`src/rtl/transform_matrix_compose_unit_macros.svh`:
```
// assertion macros for the transform matrix compose unit
// used by the rtl files that carry concurrent checks
`ifndef TRANSFORM_MATRIX_COMPOSE_UNIT_MACROS_SVH
`define TRANSFORM_MATRIX_COMPOSE_UNIT_MACROS_SVH
`ifndef SYNTHESIS
`define TMC_ASSERT_IMPL(label, clk, rst, ante, cons) \
  label: assert property (@(posedge clk) disable iff (rst) (ante) |-> (cons)) \
    else $error("assertion failed");
`define TMC_ASSERT_NEXT(label, clk, rst, ante, cons) \
  label: assert property (@(posedge clk) disable iff (rst) (ante) |=> (cons)) \
    else $error("assertion failed");
`else
`define TMC_ASSERT_IMPL(label, clk, rst, ante, cons)
`define TMC_ASSERT_NEXT(label, clk, rst, ante, cons)
`endif
`endif

```
`src/rtl/tmc_pkg.sv`:
```
// shared types, opcodes and constants of the transform matrix compose unit
// no dependencies
package tmc_pkg;
  localparam int CORDIC_STEPS = 16;
  localparam int FRAC_BITS = 16;

  localparam logic [3:0] OP_IDENTITY = 4'd0;
  localparam logic [3:0] OP_SET_T = 4'd1;
  localparam logic [3:0] OP_SET_S = 4'd2;
  localparam logic [3:0] OP_SET_R = 4'd3;
  localparam logic [3:0] OP_FRONT_T = 4'd4;
  localparam logic [3:0] OP_FRONT_S = 4'd5;
  localparam logic [3:0] OP_FRONT_R = 4'd6;
  localparam logic [3:0] OP_BACK_T = 4'd7;
  localparam logic [3:0] OP_BACK_S = 4'd8;
  localparam logic [3:0] OP_BACK_R = 4'd9;

  localparam logic signed [35:0] PI_Q30 = 36'sd3373259426;
  localparam logic signed [35:0] HALF_PI_Q30 = 36'sd1686629713;
  localparam logic signed [35:0] TWO_PI_Q30 = 36'sd6746518852;
  localparam logic signed [35:0] GAIN_Q30 = 36'sh026DD3B6A;

  // alu operation code
  typedef enum logic [1:0] {
    MOP_MUL = 2'd0,
    MOP_ADD = 2'd1,
    MOP_SUB = 2'd2
  } mop_t;

  function automatic logic [29:0] arctan(input logic [4:0] i);
    case (i)
      5'd0: arctan = 30'h3243F6A8;
      5'd1: arctan = 30'h1DAC6705;
      5'd2: arctan = 30'h0FADBAFC;
      5'd3: arctan = 30'h07F56EA6;
      5'd4: arctan = 30'h03FEAB76;
      5'd5: arctan = 30'h01FFD55B;
      5'd6: arctan = 30'h00FFFAAA;
      5'd7: arctan = 30'h007FFF55;
      5'd8: arctan = 30'h003FFFEA;
      5'd9: arctan = 30'h001FFFFD;
      5'd10: arctan = 30'h000FFFFF;
      5'd11: arctan = 30'h0007FFFF;
      5'd12: arctan = 30'h0003FFFF;
      5'd13: arctan = 30'h0001FFFF;
      5'd14: arctan = 30'h0000FFFF;
      5'd15: arctan = 30'h00007FFF;
      5'd16: arctan = 30'h00003FFF;
      5'd17: arctan = 30'h00001FFF;
      5'd18: arctan = 30'h00000FFF;
      5'd19: arctan = 30'h000007FF;
      5'd20: arctan = 30'h000003FF;
      5'd21: arctan = 30'h000001FF;
      5'd22: arctan = 30'h000000FF;
      5'd23: arctan = 30'h0000007F;
      5'd24: arctan = 30'h0000003F;
      5'd25: arctan = 30'h0000001F;
      5'd26: arctan = 30'h0000000F;
      5'd27: arctan = 30'h00000008;
      5'd28: arctan = 30'h00000004;
      5'd29: arctan = 30'h00000002;
      default: arctan = 30'h0;
    endcase
  endfunction

  function automatic logic signed [31:0] sat32(input logic signed [63:0] v);
    if (v > 64'sd2147483647) sat32 = 32'sh7FFFFFFF;
    else if (v < -64'sd2147483648) sat32 = 32'sh80000000;
    else sat32 = v[31:0];
  endfunction
endpackage

```
`src/rtl/tmc_alu.sv`:
```
// shared fixed-point unit: shifted multiply with saturation, saturated add/sub
// depends on tmc_pkg
module tmc_alu #(
  parameter int FRAC_BITS = tmc_pkg::FRAC_BITS
) (
  input  logic clk,
  input  tmc_pkg::mop_t op,
  input  logic signed [31:0] a,
  input  logic signed [31:0] b,
  output logic signed [63:0] prod_shifted,
  output logic signed [31:0] result
);
  logic signed [63:0] p;
  logic signed [63:0] w;
  assign p = (64'(a) * 64'(b)) >>> FRAC_BITS;
  always_comb begin
    case (op)
      tmc_pkg::MOP_ADD: w = 64'(a) + 64'(b);
      tmc_pkg::MOP_SUB: w = 64'(a) - 64'(b);
      default: w = p;
    endcase
  end
  always_ff @(posedge clk) begin
    prod_shifted <= p;
    result <= tmc_pkg::sat32(w);
  end
endmodule

```
`config.mk`:
```
export PLATFORM = sky130hd
export DESIGN_NAME = tmc_alu
export DESIGN_NICKNAME = d
export VERILOG_FILES = /design/src/rtl/transform_matrix_compose_unit_macros.svh /design/src/rtl/tmc_pkg.sv /design/src/rtl/tmc_alu.sv
export SDC_FILE = /design/constraint.sdc
export NUM_CORES = 2
export LEC_CHECK = 0
export BUFFER_PORTS_ARGS = -buffer_cell sky130_fd_sc_hd__buf_2
export CAP_MARGIN = 20
export CORE_MARGIN = 4
export CORE_UTILIZATION = 50
export DETAILED_ROUTE_END_ITERATION = 16
export PLACE_DENSITY = 0.75
export SLEW_MARGIN = 20
export SYNTH_ARGS = -nofsm -noshare
export SYNTH_HDL_FRONTEND = slang
export SYNTH_SLANG_ARGS = --single-unit
```
`constraint.sdc`:
```
create_clock -name clk -period 32.6 [get_ports clk]
set_input_delay 6.52 -clock clk [delete_from_list [all_inputs] [get_ports clk]]
set_output_delay 6.52 -clock clk [all_outputs]
set_load 0.005 [all_outputs]
```
==> results.md <==
- Max cap viols: 0
- FMAX: 58.5 MHz
- Post-synth EDFFs: 0
- Final hold slack: 6.94 ns
- Worst-path clk slew: 0.06 ns
- Worst path bufs/invs: 6
- Shortest period the worst path allows: 17.09 ns
- Relative slew slack: 31.5%
- # clock sinks: 80
- Wire length per cell: 21.8 µm
- Starting Density: 50.8%
- Final setup margin: 15.51 ns
- CTS Buf Count: 9
- Nets@finish: 5944
- Worst path most repeated cell: fa_1
- Die X-Extent: 297 µm
- CTS resizes: 0
- Global-route wire length before repair: 199000 µm
- Sequential area share after synthesis: 3.82%
- Vias in the first global route: 35900
- Bufs on Longest Clock Path: 2
- Setup Viol. Count Final: 0
- Syn nets: 6011
- Status: completed
- Mapped Avg Cell Area: 9.08 µm²
- Delay-heaviest family, CP: adder cells
- Cell row count: 105
- Final RePlAce weighted congestion: 0.980
- Synthesized flop and latch total: 80
- Initial antenna violation count: 5
- Worst min path class: input pin to flop
- Root buf cell: clkbuf_16
- Main synth FF type: dfxtp_1
- Share of post-route cells with drive strength above 1: 4.97%
- Synthesized cell area: 41900 µm²
- Startpoint Class: input pin
- Post-Place Worst Slack: 15.38 ns
- Unique masters post-synth: 80
- Arr. time, crit path: 17.30 ns
- Final period utilization: 52.4%
- Routed vias: 32100
- # DRC: 0
- PortBufs: 162
- Hold_buf cts: 0
- Crit Path Class: input pin to flop
- Num ports: 163
- Total grt overflow: 0
- RSZ-0062 raised after global routing: false
- Post-Syn Instances: 4614
- Die Ht: 297 µm
- CP max stage cell: fa_1
- CTS tree: yes
- Worst slew pin tran: 1.01 ns
- First drt pass iteration count: 6
- Yosys warns: 0
- Vias per inst: 5.70
- Antenna-violating nets left: 0
- Die ar.: 88500 µm²
- Required @ worst endpoint: 32.81 ns
- Drt initial violations: 2430
- Final Slew Violations: 0
- Dominant cells by area after synthesis: fa_1 52%, inv_1 9.1%, ha_1 7.4%
- Critical path's largest stage delay: 1.07 ns
- Largest area contributor in the netlist: fa_1
- Async S/R FF share, synth: 0%
- Most common cell after layout, fill and taps aside: fa_1
- Post CTS Setup Buffer Count: 0
- Core Util, Final: 52.7%
- Final hold violation count: 0
- Largest net degree at the start of global routing: 40
- Critical Path Sink Type: flop
- Post-Route WL: 123000 µm
- Total global-route track usage: 28.6%
- Yosys top cell area share: 51.8%
- CTS HTree Levels: 3
- Most frequent cells in the layout: 1083 x fa_1, 1018 x inv_1, 558 x nand2_1
- Core Box Area: 82500 µm²
- Setup TNS: 0 ns
- Maximum fanout along the worst path: 30
- DPL Wire Length: 99400 µm
- Layout Area Growth over Synthesis: 3.78%
layout make-up:
type	instances	area, µm²
Inverter	1020	3830
Clock inverter	6	85.1
Timing Repair Buffer	191	1030
Antenna cell	5	12.5
Multi-Input combinational cell	3245	35400
Sequential cell	80	1600
Fill cell	7430	39000
Tap cell	1070	1340
Clock buffer	9	225
layer usage:
layer	part of all wire [%]	track usage (%)
met5	0	0
met4	6.2	14.1
met3	7.7	4.99
met2	49	49.1
met1	37	35.1
metrics by stage:
step	cells	area [µm²]
finish	5626	43500
global route	5625	43500
CTS	5621	43500
detailed placement	5606	43200
global placement	5606	43200
floorplan	4614	41900
cells in the mapped netlist, types with 4 or more instances:
library cell  count
nor2_1          166
a22oi_1           5
or3_1             9
nand2b_1         15
clkbuf_1        225
o221ai_1         17
inv_1          1018
nor3_1           21
and4_1            5
a221oi_1         14
o31ai_1          15
ha_1            247
nand4_1          28
a211oi_1         11
xor2_1           23
a31oi_1          20
buf_4            17
xnor2_1          87
and2_1          472
a21boi_0          5
a21o_1           27
nor2b_1           7
a311oi_1          4
a211o_1           4
a221o_1           5
dfxtp_1          80
and3_1           11
buf_1             9
o31a_1            4
o21ai_0          85
nor4_1            9
o211ai_1         17
a21oi_1         149
nand2_1         558
buf_2            13
o21bai_1         22
or4_1             7
nand3_1          19
o21a_1           10
o21ai_2           5
fa_1           1083
sequential cells by signal, summed over array words and instances (netlist names):
register      count
prod_shifted     48
result           32
logic make-up after synthesis:
family / share of synthesized area, %
xor gates and xnor gates: 2.30
buffers and inverters: 11.8
adders and majority gates: 59.1
muxes: 0.0508
and+or+nand+nor: 15.7
AOI/OAI and AO/OA: 7.19
DFF: 3.82
worst paths after layout:
check             slack [ns]  cells past startpoint  start    endpoint
hold / removal          6.94                      5  op[1]  result[23]
setup / recovery       15.51                     28  a[31]  result[14]
Power is left out: the tool's default activity adds up to more than one toggle a clock period on the data nets, which glitch-free logic cannot reach.
